File: src/design/sntp_response_decoder_core_defines.svh
// assertion helpers, expect clk and arst_n in the enclosing module
`ifndef SNTP_RESPONSE_DECODER_CORE_DEFINES_SVH
`define SNTP_RESPONSE_DECODER_CORE_DEFINES_SVH

// same-cycle implication
`define SRD_ASSERT_IMP(lbl, ante, cons, msg) \
	lbl: assert property (@(posedge clk) disable iff (!arst_n) (ante) |-> (cons)) \
		else $error(msg);

// next-cycle implication
`define SRD_ASSERT_NXT(lbl, ante, cons, msg) \
	lbl: assert property (@(posedge clk) disable iff (!arst_n) (ante) |=> (cons)) \
		else $error(msg);

`endif

File: src/design/srd_pkg.sv
`default_nettype none

package srd_pkg;

	localparam int PACKET_BYTES = 48;
	localparam int REFID_OFFSET = 12;
	localparam int REFID_BYTES  = 4;

	localparam int IDX_W      = 6;
	localparam int WORD_BYTES = 4;

	localparam int RECV_SEC_POS  = 32;
	localparam int RECV_FRAC_POS = 36;
	localparam int XMIT_SEC_POS  = 40;
	localparam int XMIT_FRAC_POS = 44;

	localparam int TS_N    = 2;
	localparam int TS_RECV = 0;
	localparam int TS_XMIT = 1;

	localparam logic [31:0] NTP_UNIX_OFFSET = 32'd2208988800;
	localparam logic [29:0] NS_PER_S        = 30'd1000000000;
	localparam logic [31:0] FRAC_FULL       = 32'hFFFF_FFFF;

	// fraction * 1e9 and seconds * 1e9 both stay below 2^62
	localparam int PROD_W = 62;
	localparam int Q_W    = PROD_W - 32;
	// half of the divisor, rounded down, for round half up
	localparam logic [PROD_W-1:0] RND_BIAS = PROD_W'(64'h7FFF_FFFF);

	localparam int TOL_W = 40;
	localparam logic [TOL_W-1:0] TOL_RESET = 40'd1000000000;

	localparam int PADDR_W   = 4;
	localparam int PDATA_W   = 64;
	localparam int REG_IDX_W = PADDR_W - 3;
	localparam logic [REG_IDX_W-1:0] REG_TOLERANCE = '0;

	localparam int FIFO_DEPTH = 2;
	localparam int FIFO_AW    = $clog2(FIFO_DEPTH);
	localparam int FIFO_CW    = $clog2(FIFO_DEPTH + 1);

	typedef struct packed {
		logic [7:0]  stratum;
		logic [31:0] ref_id;
		logic [63:0] client_send;
		logic [63:0] client_recv;
		logic [63:0] now;
	} srd_side_t;

	typedef struct packed {
		srd_side_t              side;
		logic [TS_N-1:0][31:0] unix_sec;
		logic [TS_N-1:0][31:0] frac;
	} srd_rec_t;

endpackage

`default_nettype wire

File: src/design/srd_fifo.sv
`default_nettype none
`include "sntp_response_decoder_core_defines.svh"

module srd_fifo import srd_pkg::*; (
	input  wire logic     clk,
	input  wire logic     arst_n,
	input  wire logic     push,
	input  wire srd_rec_t push_rec,
	output logic          full,
	input  wire logic     pop,
	output srd_rec_t      pop_rec,
	output logic          empty
);

	srd_rec_t           mem_q [FIFO_DEPTH];
	logic [FIFO_AW-1:0] wr_ptr_q, rd_ptr_q;
	logic [FIFO_CW-1:0] count_q;

	function automatic logic [FIFO_AW-1:0] ptr_inc(input logic [FIFO_AW-1:0] p);
		return (p == FIFO_AW'(FIFO_DEPTH - 1)) ? '0 : p + FIFO_AW'(1);
	endfunction

	assign full    = (count_q == FIFO_CW'(FIFO_DEPTH));
	assign empty   = (count_q == '0);
	assign pop_rec = mem_q[rd_ptr_q];

	always_ff @(posedge clk) begin
		if (push) begin
			mem_q[wr_ptr_q] <= push_rec;
		end
	end

	always_ff @(posedge clk or negedge arst_n) begin
		if (!arst_n) begin
			wr_ptr_q <= '0;
			rd_ptr_q <= '0;
			count_q  <= '0;
		end else begin
			if (push) begin
				wr_ptr_q <= ptr_inc(wr_ptr_q);
			end
			if (pop) begin
				rd_ptr_q <= ptr_inc(rd_ptr_q);
			end
			case ({push, pop})
				2'b10:   count_q <= count_q + FIFO_CW'(1);
				2'b01:   count_q <= count_q - FIFO_CW'(1);
				default: count_q <= count_q;
			endcase
		end
	end

	`SRD_ASSERT_IMP(a_no_overflow, push, count_q < FIFO_CW'(FIFO_DEPTH) || pop, "push while full")
	`SRD_ASSERT_IMP(a_no_underflow, pop, count_q != '0, "pop while empty")

endmodule

`default_nettype wire

File: config.mk
export PLATFORM = sky130hd
export DESIGN_NAME = srd_fifo
export DESIGN_NICKNAME = d
export VERILOG_FILES = /design/src/design/srd_pkg.sv /design/src/design/srd_fifo.sv
export VERILOG_INCLUDE_DIRS = /design/src /design/src/design
export SDC_FILE = /design/constraint.sdc
export NUM_CORES = 1
export LEC_CHECK = 0
export CORE_AREA = 2 2 284 286
export DETAILED_ROUTE_END_ITERATION = 16
export DIE_AREA = 0 0 286 288
export DONT_BUFFER_PORTS = 1
export HOLD_SLACK_MARGIN = 0.02
export SETUP_SLACK_MARGIN = 0.02
export SLEW_MARGIN = 0
export SYNTH_ARGS = -nofsm -noshare
export SYNTH_HDL_FRONTEND = slang
export SYNTH_SLANG_ARGS = --single-unit
File: constraint.sdc
create_clock -name clk -period 19.8 [get_ports clk]
set_clock_uncertainty 0.05 [all_clocks]
set_input_delay 3.96 -clock clk [delete_from_list [all_inputs] [get_ports clk]]
set_output_delay 3.96 -clock clk [all_outputs]
set_load 0.02 [all_outputs]
==> impl_metrics.ini <==
[global_route]
grt_overflow = 0
grt_pass1_vias = 11235
grt_usage_pct = 12.6
grt_pass1_wl_mm = 76.2
antenna_found_initial = 4
grt_max_degree = 154

[status]
status = completed

[pwr]
leakage_nw = 10.7
switchingPower_mw = 1.58
max-vdd-ir-drop_mv = 0.107
power_switching_share_pct = 32.1
intPower_mw = 3.35
p_seq_share_pct = 43.2
powerDensity_mw_per_mm2 = 160
power.share.clock_pct = 26.8
combPwrFrac_pct = 29.9

[yosys]
avgSynthCellArea_um2 = 24.1
syn_nets = 1501
syn_inst = 1136
syn_area_mm2 = 0.0274
yosysUniqueCellTypes = 14
yosysWarnings = 0
yosysSeqAreaShare_pct = 79.3
ys_seq_elements = 724

[routing]
post-route-drc-count = 0
wl_mm = 55.5
wl_per_cell_um = 24.1
vias_per_cell = 4.67
first_pass_iters = 4
first_iter_violations = 631
num_vias = 10739
drt.antenna.violating_nets = 0

[critical_path]
crit_arrival_ns = 4.52
crit_buf_inv = 3
critPathMaxStageDelay_ns = 0.98
cp_slowest_cell = dfrtp_4
required_ns = 15.79
critPathLaunchType = register
r2r-start = wr_ptr_q
cp-startpoint = rd_ptr_q
crit_path_frequent_cell = buf_4
worstSetupPathType = reg -> out
crit_fanout = 53
worstPathCellList = buf_4 -> buf_4 -> buf_4 -> mux2_4
endpoint_kind = output pin
crit_family = buffers and inverters

[clocking]
cts_resized = 0
cts_tree = built
clock_latency_ns = 0.61
clock_sinks = 724
ctsRootBufferMaster = clkbuf_16
h-tree-depth = 3
cts_buffers = 74
clockBufferDepth = 3
cts.clk_slew.worst_paths_ns = 0.06
holdBufCountCts = 0
cts_setup_buffers = 0

[sta]
fin_crit_sh_pct = 43.1
setup-tns-final_ns = 0
max_freq_ghz = 0.117
finalSetupViolations = 0
setup_ws_ns = 11.27
min_period_ns = 8.53
relSlewSlack_pct = 31.2
tightest_slew_ns = 1.03
drv_slew = 0
rsz0062_at_grt = false
hold_viol_final = 0

[die]
initial_utilization_pct = 34.4
dieArea_mm2 = 0.0824
die_h_um = 288
die_w_um = 286
ios = 726
core-area_mm2 = 0.0796
rows = 104

[placed_design]
dp_slack_ns = 11.87
hpwlAfterDp_mm = 38.8
place_area_mm2 = 0.0284
gp_congestion = 0.799
port_buffers = 0

[final_layout]
fill_cells = 7080
final_util_pct = 38.6
final_nets = 1551
multi_input_area_mm2 = 0.00523
area_growth_pct = 12.2
regArea_mm2 = 0.0217
drive_above_1_share_pct = 37.9
design_area_mm2 = 0.0307

[run]
drv_cap = 0

[min_path]
hold_path_class = reg -> reg
hold_start = count_q[1]
-- cells by family (layout without fill, tap and decap cells) --
group	after synthesis	count (layout)	share of synthesized area, %
other	0	2	0
buffers and inverters	41	143	1.64
XOR/XNOR	5	5	0.160
multiplexers	360	360	18.8
flip-flops	724	724	79.3
AND/OR/NAND/NOR	5	5	0.0868
adder cells (fa/ha/maj)	1	1	0.0457
-- synthesized netlist by cell type --
cell type  count  area (µm²)
edfxtp_1     720       21600
mux2_4       290        4350
mux2_2        70         788
buf_6         23         259
buf_8         10         150
buf_2          7        35.0
dfrtp_1        4         100
nor2_1         3        11.3
xor2_1         3        26.3
xnor2_1        2        17.5
and2_1         1        6.26
ha_1           1        12.5
inv_1          1        3.75
nor2b_1        1        6.26
-- cell usage in the layout, fill, tap and decap left out, drive strengths merged --
cell type and count:
xor2 3, dfrtp 4, nor2b 1, mux2 360
ha 1, nor2 3, buf 14, bufinv 5
clkinv 32, edfxtp 720, xnor2 2, inv 3
and2 1, diode 2, clkinvlp 1, clkbuf 88
-- flip-flops by register name, summed over array words and instances, names as in the netlist --
register / count
rd_ptr_q: 1
wr_ptr_q: 1
mem_q: 720
count_q: 2
-- metrics by stage --
stage	total power, mW	hold slack (ns)	std cells
6_report	4.92	0.436	2300
5_1_grt	5.11	0.475	2298
4_1_cts	5.00	0.441	2298
3_5_place_dp	3.66	0.429	2170
3_3_place_gp	3.64	0.424	2170
2_1_floorplan	3.57	0.406	1136
-- metal layers --
metal  wire, µm  vias up  global-route usage, %
li1           -     4635                      -
met1      17700     5470                   11.8
met2      28900      501                   22.2
met3       6900      127                   7.21
met4       1990        6                   5.39
met5         46        -                      0
-- path summary, 6_finish.rpt --
path	to	slack, ns	cells after the start
max in group asynchronous	rd_ptr_q	16.64	0
hold / removal	count_q[1]	0.44	1
min in group asynchronous	wr_ptr_q	2.99	0
setup / recovery	pop_rec[125]	11.27	4
hold reg to reg	count_q[1]	0.44	1
setup reg to reg	mem_q[1][320]	15.70	4
-- cell type report --
| class | instances | area share [%] |
|---|---|---|
| sequential | 724 | 70.7 |
| multi-input combinational | 371 | 17.0 |
| clock inverter | 40 | 1.29 |
| inverter | 1 | 0.0122 |
| antenna | 2 | 0.0163 |
| clock buffer | 88 | 6.26 |
| tap | 1060 | 4.31 |
| timing repair buffer | 14 | 0.423 |
-- power by group through the flow --
stage	Sequential, mW	Combinational [mW]	Clock (mW)
2_1_floorplan	2.23	1.34	0
3_3_place_gp	2.15	1.49	0
5_1_grt	2.15	1.54	1.42
3_5_place_dp	2.16	1.50	0
6_report	2.13	1.47	1.32
4_1_cts	2.13	1.51	1.36
-- worst reg2reg max path, cell delays in order, from the launching register on --
cell and delay [ns]:
dfrtp_1 0.42, and2_4 0.75, buf_4 0.84, buf_4 0.84, buf_4 0.77
No activity file was read; power rests on OpenSTA's default activity.
