`src/design/sntp_response_decoder_core_defines.svh`:
```
// assertion helpers, expect clk and arst_n in the enclosing module
`ifndef SNTP_RESPONSE_DECODER_CORE_DEFINES_SVH
`define SNTP_RESPONSE_DECODER_CORE_DEFINES_SVH

// same-cycle implication
`define SRD_ASSERT_IMP(lbl, ante, cons, msg) \
	lbl: assert property (@(posedge clk) disable iff (!arst_n) (ante) |-> (cons)) \
		else $error(msg);

// next-cycle implication
`define SRD_ASSERT_NXT(lbl, ante, cons, msg) \
	lbl: assert property (@(posedge clk) disable iff (!arst_n) (ante) |=> (cons)) \
		else $error(msg);

`endif

```
`src/design/srd_pkg.sv`:
```
`default_nettype none

package srd_pkg;

	localparam int PACKET_BYTES = 48;
	localparam int REFID_OFFSET = 12;
	localparam int REFID_BYTES  = 4;

	localparam int IDX_W      = 6;
	localparam int WORD_BYTES = 4;

	localparam int RECV_SEC_POS  = 32;
	localparam int RECV_FRAC_POS = 36;
	localparam int XMIT_SEC_POS  = 40;
	localparam int XMIT_FRAC_POS = 44;

	localparam int TS_N    = 2;
	localparam int TS_RECV = 0;
	localparam int TS_XMIT = 1;

	localparam logic [31:0] NTP_UNIX_OFFSET = 32'd2208988800;
	localparam logic [29:0] NS_PER_S        = 30'd1000000000;
	localparam logic [31:0] FRAC_FULL       = 32'hFFFF_FFFF;

	// fraction * 1e9 and seconds * 1e9 both stay below 2^62
	localparam int PROD_W = 62;
	localparam int Q_W    = PROD_W - 32;
	// half of the divisor, rounded down, for round half up
	localparam logic [PROD_W-1:0] RND_BIAS = PROD_W'(64'h7FFF_FFFF);

	localparam int TOL_W = 40;
	localparam logic [TOL_W-1:0] TOL_RESET = 40'd1000000000;

	localparam int PADDR_W   = 4;
	localparam int PDATA_W   = 64;
	localparam int REG_IDX_W = PADDR_W - 3;
	localparam logic [REG_IDX_W-1:0] REG_TOLERANCE = '0;

	localparam int FIFO_DEPTH = 2;
	localparam int FIFO_AW    = $clog2(FIFO_DEPTH);
	localparam int FIFO_CW    = $clog2(FIFO_DEPTH + 1);

	typedef struct packed {
		logic [7:0]  stratum;
		logic [31:0] ref_id;
		logic [63:0] client_send;
		logic [63:0] client_recv;
		logic [63:0] now;
	} srd_side_t;

	typedef struct packed {
		srd_side_t              side;
		logic [TS_N-1:0][31:0] unix_sec;
		logic [TS_N-1:0][31:0] frac;
	} srd_rec_t;

endpackage

`default_nettype wire

```
`src/design/srd_front.sv`:
```
`default_nettype none
`include "sntp_response_decoder_core_defines.svh"

module srd_front import srd_pkg::*; (
	input  wire logic        clk,
	input  wire logic        arst_n,
	input  wire logic        in_valid,
	output logic             in_ready,
	input  wire logic [7:0]  packet_byte,
	input  wire logic [63:0] client_send_ns,
	input  wire logic [63:0] client_recv_ns,
	input  wire logic [63:0] now_ns,
	output logic             push,
	output srd_rec_t         push_rec,
	input  wire logic        fifo_full
);

	logic [IDX_W-1:0] idx_q;
	logic [7:0]       stratum_q, stratum_n;
	logic [31:0]      refid_q, refid_n;
	logic [31:0]      rsec_q, rsec_n, rfrac_q, rfrac_n;
	logic [31:0]      xsec_q, xsec_n, xfrac_q, xfrac_n;
	logic             acc;
	logic             last;

	function automatic logic in_word(input logic [IDX_W-1:0] i, input int pos, input int len);
		return (i >= IDX_W'(pos)) && (i < IDX_W'(pos + len));
	endfunction

	function automatic logic [31:0] shift_word(input logic [31:0] w, input logic first,
			input logic [7:0] b);
		return first ? {24'd0, b} : {w[23:0], b};
	endfunction

	assign last     = (idx_q == IDX_W'(PACKET_BYTES - 1));
	// only the final word needs room downstream
	assign in_ready = !last || !fifo_full;
	assign acc      = in_valid && in_ready;
	assign push     = acc && last;

	always_comb begin
		stratum_n = stratum_q;
		refid_n   = refid_q;
		rsec_n    = rsec_q;
		rfrac_n   = rfrac_q;
		xsec_n    = xsec_q;
		xfrac_n   = xfrac_q;
		if (idx_q == IDX_W'(1)) begin
			stratum_n = packet_byte;
		end
		if (in_word(idx_q, REFID_OFFSET, REFID_BYTES)) begin
			refid_n = shift_word(refid_q, idx_q == IDX_W'(REFID_OFFSET), packet_byte);
		end
		if (in_word(idx_q, RECV_SEC_POS, WORD_BYTES)) begin
			rsec_n = shift_word(rsec_q, idx_q == IDX_W'(RECV_SEC_POS), packet_byte);
		end
		if (in_word(idx_q, RECV_FRAC_POS, WORD_BYTES)) begin
			rfrac_n = shift_word(rfrac_q, idx_q == IDX_W'(RECV_FRAC_POS), packet_byte);
		end
		if (in_word(idx_q, XMIT_SEC_POS, WORD_BYTES)) begin
			xsec_n = shift_word(xsec_q, idx_q == IDX_W'(XMIT_SEC_POS), packet_byte);
		end
		if (in_word(idx_q, XMIT_FRAC_POS, WORD_BYTES)) begin
			xfrac_n = shift_word(xfrac_q, idx_q == IDX_W'(XMIT_FRAC_POS), packet_byte);
		end
	end

	always_comb begin
		push_rec.side.stratum     = stratum_n;
		push_rec.side.ref_id      = refid_n;
		push_rec.side.client_send = client_send_ns;
		push_rec.side.client_recv = client_recv_ns;
		push_rec.side.now         = now_ns;
		// ntp era to unix epoch, wraps mod 2^32
		push_rec.unix_sec[TS_RECV] = rsec_n - NTP_UNIX_OFFSET;
		push_rec.unix_sec[TS_XMIT] = xsec_n - NTP_UNIX_OFFSET;
		push_rec.frac[TS_RECV]     = rfrac_n;
		push_rec.frac[TS_XMIT]     = xfrac_n;
	end

	always_ff @(posedge clk or negedge arst_n) begin
		if (!arst_n) begin
			idx_q     <= '0;
			stratum_q <= '0;
			refid_q   <= '0;
			rsec_q    <= '0;
			rfrac_q   <= '0;
			xsec_q    <= '0;
			xfrac_q   <= '0;
		end else if (acc) begin
			idx_q     <= last ? '0 : idx_q + IDX_W'(1);
			stratum_q <= stratum_n;
			refid_q   <= refid_n;
			rsec_q    <= rsec_n;
			rfrac_q   <= rfrac_n;
			xsec_q    <= xsec_n;
			xfrac_q   <= xfrac_n;
		end
	end

	`SRD_ASSERT_NXT(a_idx_wrap, acc && last, idx_q == '0, "byte index did not wrap")

endmodule

`default_nettype wire

```
`config.mk`:
```
export PLATFORM = sky130hd
export DESIGN_NAME = srd_front
export DESIGN_NICKNAME = d
export VERILOG_FILES = /design/src/design/srd_pkg.sv /design/src/design/srd_front.sv
export VERILOG_INCLUDE_DIRS = /design/src /design/src/design
export SDC_FILE = /design/constraint.sdc
export NUM_CORES = 1
export LEC_CHECK = 0
export BUFFER_PORTS_ARGS = -buffer_cell sky130_fd_sc_hd__buf_4
export CORE_AREA = 5 5 219 221
export CTS_CLUSTER_SIZE = 25
export DETAILED_ROUTE_END_ITERATION = 12
export DIE_AREA = 0 0 224 226
export GPL_TIMING_DRIVEN = 0
export PLACE_DENSITY_LB_ADDON = 0.3
export SLEW_MARGIN = 10
export SYNTH_ARGS = -nofsm -noshare
export SYNTH_HDL_FRONTEND = slang
export SYNTH_SLANG_ARGS = --single-unit
```
`constraint.sdc`:
```
create_clock -name clk -period 8.75 [get_ports clk]
set_input_delay 0.875 -clock clk [delete_from_list [all_inputs] [get_ports clk]]
set_output_delay 0.875 -clock clk [all_outputs]
set_load 0.01 [all_outputs]
```
==> results.md, run 1 <==
- Worst Setup Slack post-DPL: 3.54 ns
- Clock insertion delay at the later pin of the skew report: 0.46 ns
- Overall Global Routing Usage: 18.0%
- Start-to-end type of the worst setup path: reg2out
- Post-Syn Area per Cell: 7.59 um^2
- Peak supply drop: 0.128 mV
- Count of flip-flops with a built-in enable after synthesis: 0
- Static power due to leakage: 8.11 nW
- Clock tree root driver cell: sky130_fd_sc_hd__clkbuf_16
- Number of top-level pins: 566
- Time the worst path needs with I/O delays and setup: 5.69 ns
- Largest delay share family, worst path: buffers and inverters
- Wire length of the first global-routing pass: 71500 um
- Initial antenna violation count: 3
- Area occupied by multi-input gates: 5880 um^2
- Starting utilization of the core area: 26.6%
- Overflow left after global routing: 0
- CTS Buf Count: 17
- Critical-path cell with the highest stage delay: sky130_fd_sc_hd__clkbuf_1
- Sequential Area: 4350 um^2
- Post-Synthesis Net Count: 1819
- Clk sinks: 174
- Clock Skew: 0.0123 ns
- Type of origin of the critical path: flip-flop
- Row cnt: 79
- Post-synthesis cell area: 12200 um^2
- Final period utilization: 65.1%
- Final TNS setup: 0 ns
- Synthesis-stage register bit count: 174
- Top_reg_cell synth: sky130_fd_sc_hd__dfrtp_1
- X dimension of the die: 224 um
- Critical path cell sequence: inv_1 > ha_1 > clkbuf_1 > clkbuf_1 > clkbuf_1 > nor3b_1 > a21oi_1 > ha_1 > nand4bb_1 > o21ai_0 > a21oi_1 > o21ai_2 > a31oi_1 > xnor2_1 > buf_4
- Worst reg2reg path endpoint: rsec_q[14]
- Number of H-tree levels: 4
- TritonCTS clock tree: built
- Most common cell after layout, fill and taps aside: sky130_fd_sc_hd__buf_4
- Required time worst endpoint: 7.88 ns
- Remaining design rule violation count: 0
- Pin count of the biggest net entering global routing: 100
- Total half-perimeter wirelength after legalization and detailed placement: 37500 um
- Max-cap check violation count: 0
- Synth-to-layout area growth: 34.0%
- TritonRoute pass-1 iters: 5
- Total design power: 0.00391 W
- Worst hold slack after final layout: 0.390 ns
- Max_slew headroom: 37.1%
- Core footprint: 46000 um^2
- Kind of capture point of the worst setup path: primary output
- Reg-to-reg startpoint: idx_q[0]
- Cell variety after synth: 64
- Largest incremental delay on the critical path: 0.57 ns
- Post-detailed-route wirelength per cell: 18.4 um
- Detailed Route WL: 48300 um
- Maximum clock insertion buffer count: 2
- Hold Crit Class: in2async
- Layout cells sized above 1: 35.2%
- Antenna violation net count after detailed routing: 0
- Number of global-route vias before repair: 11966
- Fin. max-slew vios: 0
- Die footprint: 50600 um^2
- Vias/cell: 4.65
- PortBufs: 373
- Critical path buffers and inverters: 5
- Actual slew at the worst max-slew pin: 0.943 ns
- Total count of hold-check failures in the final report: 0
- First-iteration detailed-routing DRC count: 683
- Setup repair after global routing missed its margin: no
- Power density of the placed cells: 239 nW/um^2
- Gates resized, CTS repair: 0
- Crit path depth: 15
- Utilization of the core after routing: 35.6%
- Startpoint of the worst setup timing path: idx_q[0]
- Clock transition at the register clock pins on the worst setup and hold paths after CTS: 0.08 ns
- Leading cell types in the layout, fill and taps excluded: sky130_fd_sc_hd__buf_4, sky130_fd_sc_hd__nand2_1, sky130_fd_sc_hd__dfrtp_1, sky130_fd_sc_hd__o21ai_0, sky130_fd_sc_hd__nand2b_1
- Filler cells: 4836
- Slack of the worst reg-to-reg path: 5.89 ns
- Post-CTS setup buffer count: 0
- Outcome: completed
- Post-route worst setup slack: 3.06 ns
- Data arrival time of the critical path: 4.82 ns
- Max frequency: 176 MHz
- Number of cells on the worst reg-to-reg path: 8
- Die height: 226 um
- Total number of nets in the final design: 2212
- Via count: 12204
- Most used cell, CP: sky130_fd_sc_hd__clkbuf_1
- Fraction of the yosys area taken by sequential cells: 35.6%
- Number of instances in the synthesized netlist: 1609
- Final weighted congestion in routability-driven placement: 0.914
- Crit path max fanout: 10
- Cts-stage hold buffer count: 0
- Number of failing setup endpoints in the final timing report: 0
- Share of async-settable or async-resettable flops after synthesis: 100%
- Number of warnings printed during yosys synthesis: 0
-- logic make-up after synthesis --
family / synth area share, %
muxes: 4.12
and+or+nand+nor: 28.5
adders and majority gates: 0.614
AOI/OAI and AO/OA: 11.5
xor gates and xnor gates: 3.37
DFF: 35.6
buffers and inverters: 16.3
-- area by class of cell --
class / instances / area share [%]
clock buffers: 19 / 2.70
well taps: 607 / 4.64
repair buffers: 374 / 17.3
plain buffers: 301 / 12.0
clock inverters: 13 / 0.711
flip-flops and latches: 174 / 26.6
inverters: 7 / 0.160
multi-input cells: 1127 / 35.9
diodes: 1 / 0.0153
-- routing by layer --
metal,global-route usage (%),vias up,share of wire (%)
met5,0,-,0
met4,4.60,0,1.9
met3,3.98,48,7.9
met2,30.6,519,49
met1,23.4,5851,41
li1,-,5786,-
-- cells in the mapped netlist, types with 2 or more instances --
master / number / area (um^2)
sky130_fd_sc_hd__o211ai_1: 2 / 15.0
sky130_fd_sc_hd__xnor2_1: 28 / 245
sky130_fd_sc_hd__o31ai_1: 6 / 45.0
sky130_fd_sc_hd__o21ai_0: 125 / 626
sky130_fd_sc_hd__nand2b_1: 95 / 594
sky130_fd_sc_hd__nor3b_1: 20 / 150
sky130_fd_sc_hd__o2111ai_1: 2 / 17.5
sky130_fd_sc_hd__nand4bb_1: 3 / 33.8
sky130_fd_sc_hd__nand3b_1: 3 / 22.5
sky130_fd_sc_hd__nor3_1: 12 / 60.1
sky130_fd_sc_hd__dfrtp_1: 174 / 4350
sky130_fd_sc_hd__clkbuf_1: 52 / 195
sky130_fd_sc_hd__o31ai_2: 2 / 25.0
sky130_fd_sc_hd__o21bai_1: 2 / 15.0
sky130_fd_sc_hd__or2_2: 3 / 18.8
sky130_fd_sc_hd__o21a_1: 3 / 22.5
sky130_fd_sc_hd__nand4b_1: 2 / 17.5
sky130_fd_sc_hd__nand3_1: 14 / 70.1
sky130_fd_sc_hd__nor4b_1: 2 / 17.5
sky130_fd_sc_hd__mux2_2: 39 / 439
sky130_fd_sc_hd__o22ai_1: 7 / 43.8
sky130_fd_sc_hd__a31oi_1: 6 / 37.5
sky130_fd_sc_hd__o21ai_2: 2 / 17.5
sky130_fd_sc_hd__nor2b_1: 10 / 62.6
sky130_fd_sc_hd__and3_1: 3 / 18.8
sky130_fd_sc_hd__a21oi_1: 65 / 325
sky130_fd_sc_hd__ha_1: 6 / 75.1
sky130_fd_sc_hd__a21o_1: 4 / 30.0
sky130_fd_sc_hd__a21boi_1: 2 / 15.0
sky130_fd_sc_hd__xor2_1: 19 / 166
sky130_fd_sc_hd__inv_1: 7 / 26.3
sky130_fd_sc_hd__buf_1: 7 / 26.3
sky130_fd_sc_hd__nand2_1: 537 / 2020
sky130_fd_sc_hd__mux2i_1: 5 / 50.1
sky130_fd_sc_hd__buf_2: 34 / 170
sky130_fd_sc_hd__nand4_1: 4 / 25.0
sky130_fd_sc_hd__nor2_1: 67 / 251
sky130_fd_sc_hd__buf_4: 206 / 1550
sky130_fd_sc_hd__buf_6: 2 / 22.5
sky130_fd_sc_hd__or3_1: 3 / 18.8
-- worst register-to-register path, delay by kind of cell, from the launching register on --
kind | cells | cell delay [ns]
simple gates | 1 | 0.11
fa+ha+maj | 1 | 0.20
flops | 1 | 0.45
buf+inv | 4 | 1.65
compound gates | 2 | 0.30
-- sequential cells by signal, indices dropped and copies added, names as in the netlist --
name	cells
idx_q	6
refid_q	32
rfrac_q	32
rsec_q	32
stratum_q	8
xfrac_q	32
xsec_q	32
-- worst max path at each step --
stage               endpoint  slack [ns]
4_1_cts         push_rec[91]        3.02
3_5_place_dp    push_rec[91]        3.54
6_report        push_rec[95]        3.06
2_1_floorplan  push_rec[125]        4.70
3_3_place_gp    push_rec[95]        3.54
5_1_grt         push_rec[95]        2.60
-- through the flow --
stage          instances  cell area, um^2
6_report            2623            16400
5_1_grt             2623            16400
4_1_cts             2622            16400
3_5_place_dp        2590            15800
3_3_place_gp        2589            15800
2_1_floorplan       1609            12200
-- power breakdown --
group / switching (W) / leakage [nW] / internal [W]
registers: 0.000208 / 2.28 / 0.00100
clock network: 0.000385 / 0.276 / 0.000384
logic: 0.00105 / 5.56 / 0.000886
Note: power is estimated with default switching activity, not from simulation.
==> inputs of run 2 (changes only) <==
==> constraint.sdc (replaced) <==
create_clock -name clk -period 5.78 [get_ports clk]
set_input_delay 0.578 -clock clk [delete_from_list [all_inputs] [get_ports clk]]
set_output_delay 0.578 -clock clk [all_outputs]
set_load 0.01 [all_outputs]
==> results.md, run 2 (synthesis gave the netlist of run 1 again) <==
- Critical path cell sequence: nand4bb_1 > buf_2 > buf_2 > buf_1 > mux2i_1 > ha_1 > nor4b_1 > a41o_2 > o2111ai_2 > nand3_1 > xor2_1 > mux2i_1 > buf_4
- Max frequency: 188 MHz
- Initial antenna violation count: 3
- Placed Instance Area: 15800 um^2
- Max_slew headroom: 37.1%
- Required time worst endpoint: 5.20 ns
- Kind of capture point of the worst setup path: primary output
- Remaining design rule violation count: 0
- X dimension of the die: 224 um
- Detailed Route WL: 48300 um
- Clock tree root driver cell: sky130_fd_sc_hd__clkbuf_16
- First-iteration detailed-routing DRC count: 687
- Die footprint: 50600 um^2
- Clock insertion delay at the later pin of the skew report: 0.46 ns
- Clock Skew: 0.0123 ns
- Final TNS setup: 0 ns
- Actual slew at the worst max-slew pin: 0.944 ns
- Outcome: completed
- Final period utilization: 92.0%
- CTS Buf Count: 17
- Fin. max-slew vios: 0
- Synth-to-layout area growth: 34.0%
- Overall Global Routing Usage: 18.0%
- Via count: 12185
- Vias/cell: 4.65
- Antenna violation net count after detailed routing: 0
- Area occupied by multi-input gates: 5880 um^2
- Sequential Area: 4350 um^2
- Pin count of the biggest net entering global routing: 100
- Total count of hold-check failures in the final report: 0
- Core footprint: 46000 um^2
- Clock transition at the register clock pins on the worst setup and hold paths after CTS: 0.08 ns
- TritonRoute pass-1 iters: 5
- Total half-perimeter wirelength after legalization and detailed placement: 37500 um
- Wire length of the first global-routing pass: 71500 um
- Number of global-route vias before repair: 11966
- Clk sinks: 174
- Static power due to leakage: 8.11 nW
- Number of H-tree levels: 4
- Post-detailed-route wirelength per cell: 18.4 um
- Post-route design area: 16400 um^2
- Hold Crit Class: in2async
- Starting utilization of the core area: 26.6%
- Start-to-end type of the worst setup path: reg2out
- Number of failing setup endpoints in the final timing report: 0
- Final weighted congestion in routability-driven placement: 0.914
- Maximum clock insertion buffer count: 2
- Max-cap check violation count: 0
- Peak supply drop: 0.194 mV
- Number of top-level pins: 566
- Overflow left after global routing: 0
- Leading cell types in the layout, fill and taps excluded: sky130_fd_sc_hd__buf_4, sky130_fd_sc_hd__nand2_1, sky130_fd_sc_hd__dfrtp_1, sky130_fd_sc_hd__o21ai_0, sky130_fd_sc_hd__nand2b_1
- Total number of nets in the final design: 2212
- Critical-path cell with the highest stage delay: sky130_fd_sc_hd__nor4b_1
- Setup repair after global routing missed its margin: no
- PortBufs: 373
- Type of origin of the critical path: flip-flop
- Data arrival time of the critical path: 4.74 ns
- Crit path max fanout: 10
- Most common cell after layout, fill and taps aside: sky130_fd_sc_hd__buf_4
- Largest incremental delay on the critical path: 0.53 ns
- Die height: 226 um
- TritonCTS clock tree: built
- Post-CTS setup buffer count: 0
- Row cnt: 79
- Layout cells sized above 1: 35.2%
- Power density of the placed cells: 362 nW/um^2
- Filler cells: 4835
- Time the worst path needs with I/O delays and setup: 5.32 ns
run 2: area by class of cell:
| type | instances | area share (%) |
|---|---|---|
| repair buffers | 374 | 17.3 |
| multi-input cells | 1127 | 35.9 |
| well taps | 607 | 4.64 |
| diodes | 1 | 0.0153 |
| inverters | 7 | 0.160 |
| flip-flops and latches | 174 | 26.6 |
| clock inverters | 13 | 0.711 |
| clock buffers | 19 | 2.70 |
| plain buffers | 301 | 12.0 |
run 2: final timing paths:
check	start	endpoint	slack, ns	cells past startpoint
setup / recovery	idx_q[4]	push_rec[125]	0.46	13
hold / removal	arst_n	rfrac_q[11]	0.09	1
setup reg to reg	idx_q[5]	xfrac_q[15]	2.96	9
hold reg to reg	stratum_q[3]	stratum_q[3]	0.48	2
max in group asynchronous	arst_n	xsec_q[22]	4.69	2
min in group clk	in_valid	idx_q[5]	0.41	3
run 2: stage by stage:
stage	std cells	util (%)	hold WS [ns]	worst slack [ns]	total power, W
4_1_cts	2622	35.6	0.111	0.351	0.00599
3_5_place_dp	2590	34.4	0.462	0.863	0.00481
6_report	2623	35.6	0.0925	0.460	0.00592
3_3_place_gp	2589	34.3	0.454	0.867	0.00477
2_1_floorplan	1609	-	0.282	2.03	0.00342
5_1_grt	2623	35.6	0.146	0.135	0.00632
run 2: report_power, final:
part | internal [W] | switching [W]
Combinational | 0.00134 | 0.00158
Sequential | 0.00152 | 0.000314
Clock | 0.000581 | 0.000583
run 2: metal layers:
metal	vias up	GRT usage, %	wire length [um]
met5	-	0	0
met4	0	4.60	913
met3	46	3.98	3730
met2	500	30.6	23600
met1	5856	23.4	20100
li1	5783	-	-
run 2: repair_timing:
item / CTS / global route
gates resized for setup: 0 / 2
endpoints found under the hold margin: 0 / 0
hold buffers: 0 / 0
endpoints found under the setup margin: 0 / 2
run 2: critical path: cells and delay by family (launching register included):
family / cells / cell delay (ns)
buffers and inverters: 4 / 1.26
AOI/OAI and AO/OA: 2 / 0.59
adders and majority gates: 1 / 0.41
xor gates and xnor gates: 1 / 0.15
DFF: 1 / 0.50
muxes: 2 / 0.40
and+or+nand+nor: 3 / 0.97
==> inputs of run 3 (changes only) <==
--- a/config.mk
+++ b/config.mk
@@ -7,10 +7,10 @@
 export NUM_CORES = 1
 export LEC_CHECK = 0
 export BUFFER_PORTS_ARGS = -buffer_cell sky130_fd_sc_hd__buf_4
-export CORE_AREA = 5 5 219 221
+export CORE_AREA = 5 5 220 222
 export CTS_CLUSTER_SIZE = 25
 export DETAILED_ROUTE_END_ITERATION = 12
-export DIE_AREA = 0 0 224 226
+export DIE_AREA = 0 0 225 227
 export GPL_TIMING_DRIVEN = 0
 export PLACE_DENSITY_LB_ADDON = 0.3
 export SLEW_MARGIN = 10
==> constraint.sdc (replaced) <==
create_clock -name clk -period 4.65 [get_ports clk]
set_input_delay 0.465 -clock clk [delete_from_list [all_inputs] [get_ports clk]]
set_output_delay 0.465 -clock clk [all_outputs]
set_load 0.01 [all_outputs]
==> results.md, run 3 (synthesis gave the netlist of run 1 again) <==
- Outcome: completed
- Kind of capture point of the worst setup path: primary output
- Via count: 12143
- X dimension of the die: 225 um
- Wire length of the first global-routing pass: 70600 um
- Number of top-level pins: 566
- Overall Global Routing Usage: 17.8%
- CTS Buf Count: 17
- Cell-internal power: 0.00434 W
- Share of total power in combinational logic: 49.8%
- Antenna violation net count after detailed routing: 0
- Net switching component of the power: 0.00309 W
- Sequential group share of total power: 30.6%
- Number of failing setup endpoints in the final timing report: 0
- Hold Crit Class: in2async
- Total count of hold-check failures in the final report: 0
- Proportion of total power due to net switching: 41.6%
- Clock Skew: 0.0127 ns
- Static power due to leakage: 8.11 nW
- Core footprint: 46200 um^2
- Worst Setup Slack post-DPL: -0.277 ns
- Setup repair after global routing missed its margin: no
- Post-detailed-route wirelength per cell: 18.5 um
- Cts-stage hold buffer count: 0
- Row cnt: 79
- Total number of nets in the final design: 2211
- Power density of the placed cells: 451 nW/um^2
- Clk pwr share: 19.6%
- Initial antenna violation count: 6
- Leading cell types in the layout, fill and taps excluded: sky130_fd_sc_hd__buf_4, sky130_fd_sc_hd__nand2_1, sky130_fd_sc_hd__dfrtp_1, sky130_fd_sc_hd__o21ai_0, sky130_fd_sc_hd__nand2b_1
- Peak supply drop: 0.304 mV
- Die footprint: 51100 um^2
- PortBufs: 373
- Actual slew at the worst max-slew pin: 1.12 ns
- Final TNS setup: 0 ns
- Number of standard cells in the final layout excluding fillers: 2621
- Number of H-tree levels: 4
- TritonRoute pass-1 iters: 5
- Overflow left after global routing: 0
- Final weighted congestion in routability-driven placement: 0.895
- First-iteration detailed-routing DRC count: 750
- Diode count: 0
- Placed instance count: 2590
- Required time worst endpoint: 4.18 ns
- Worst hold slack after final layout: 0.0265 ns
- Number of global-route vias before repair: 11803
- Remaining design rule violation count: 0
- Vias/cell: 4.63
- Crit path max fanout: 19
- Fin. max-slew vios: 0
- Most common cell after layout, fill and taps aside: sky130_fd_sc_hd__buf_4
- Maximum clock insertion buffer count: 2
- Clock transition at the register clock pins on the worst setup and hold paths after CTS: 0.07 ns
- Clock insertion delay at the later pin of the skew report: 0.45 ns
- Total half-perimeter wirelength after legalization and detailed placement: 37700 um
- Type of origin of the critical path: flip-flop
- Clock tree root driver cell: sky130_fd_sc_hd__clkbuf_16
- Final period utilization: 94.2%
- Filler cells: 4858
- Max_slew headroom: 25.3%
- Die height: 227 um
- Utilization of the core after routing: 35.7%
- Max frequency: 228 MHz
- Time the worst path needs with I/O delays and setup: 4.38 ns
- Start-to-end type of the worst setup path: reg2out
- Max-cap check violation count: 0
- Data arrival time of the critical path: 3.92 ns
- Pin count of the biggest net entering global routing: 93
- TritonCTS clock tree: built
- Layout cells sized above 1: 36.0%
- Synth-to-layout area growth: 34.9%
- Clk sinks: 174
- Detailed Route WL: 48400 um
- Post-route worst setup slack: 0.268 ns
- Starting utilization of the core area: 26.5%
-- run 3: cell types whose count changed in the layout (fill, tap and decap cells not counted), moves of 3 or more --
cell,change
sky130_fd_sc_hd__clkbuf_1,-3
sky130_fd_sc_hd__clkbuf_4,+3
sky130_fd_sc_hd__buf_2,-3
sky130_fd_sc_hd__buf_4,+4
sky130_fd_sc_hd__inv_6,-3
sky130_fd_sc_hd__clkinvlp_4,+3
-- run 3: area by class of cell --
type	count	area [um^2]	share of cell area (%)
Buffer	297	1960	11.9
Clock buffer	19	443	2.69
Clock inverter	13	129	0.782
Inverter	7	26.3	0.159
Multi-Input combinational cell	1127	5960	36.2
Sequential cell	174	4350	26.4
Tap cell	607	759	4.61
Timing Repair Buffer	377	2860	17.3
-- run 3: stage by stage --
step,power (W),instance area (um^2)
6_report,0.00744,16500
5_1_grt,0.00794,16500
4_1_cts,0.00749,16400
3_5_place_dp,0.00601,15800
3_3_place_gp,0.00596,15800
2_1_floorplan,0.00425,12200
-- run 3: timing repair --
| item | CTS | global route |
|---|---|---|
| pin swaps | 0 | 3 |
| resized for setup | 9 | 15 |
| buffers inserted | 0 | 3 |
| setup endpoints to repair | 18 | 12 |
| endpoints found under the hold margin | 0 | 0 |
-- run 3: power groups by stage --
| stage | sequential, W | combinational (W) | clock [W] |
|---|---|---|---|
| 2_1_floorplan | 0.00217 | 0.00208 | 0 |
| 3_3_place_gp | 0.00228 | 0.00368 | 0 |
| 3_5_place_dp | 0.00229 | 0.00371 | 0 |
| 4_1_cts | 0.00227 | 0.00373 | 0.00149 |
| 5_1_grt | 0.00233 | 0.00405 | 0.00155 |
| 6_report | 0.00228 | 0.00370 | 0.00146 |
-- run 3: worst paths after layout --
kind | start | to | slack [ns] | cells after the start
max in group asynchronous | arst_n | idx_q[3] | 3.64 | 2
min in group clk | in_valid | idx_q[5] | 0.30 | 3
min | arst_n | rfrac_q[12] | 0.03 | 1
max reg2reg | idx_q[5] | xfrac_q[20] | 1.69 | 9
min reg2reg | stratum_q[1] | stratum_q[1] | 0.48 | 2
max | idx_q[4] | push_rec[125] | 0.27 | 12
-- run 3: per-layer routing --
metal	vias to the layer above	GRT usage (%)	part of all wire (%)
met5	-	0	0.056
met4	4	3.73	1.4
met3	40	3.70	7.8
met2	510	30.8	50
met1	5784	23.0	41
li1	5805	-	-
-- run 3: critical path, cell delays in order, from the launching register on --
cell                        delay [ns]
sky130_fd_sc_hd__dfrtp_1          0.48
sky130_fd_sc_hd__nand4bb_1        0.39
sky130_fd_sc_hd__buf_2            0.29
sky130_fd_sc_hd__buf_4            0.23
sky130_fd_sc_hd__mux2i_4          0.23
sky130_fd_sc_hd__ha_2             0.32
sky130_fd_sc_hd__nor4b_2          0.37
sky130_fd_sc_hd__a41o_2           0.36
sky130_fd_sc_hd__o2111ai_2        0.21
sky130_fd_sc_hd__nand3_1          0.16
sky130_fd_sc_hd__xor2_1           0.15
sky130_fd_sc_hd__mux2i_1          0.10
sky130_fd_sc_hd__buf_4            0.18
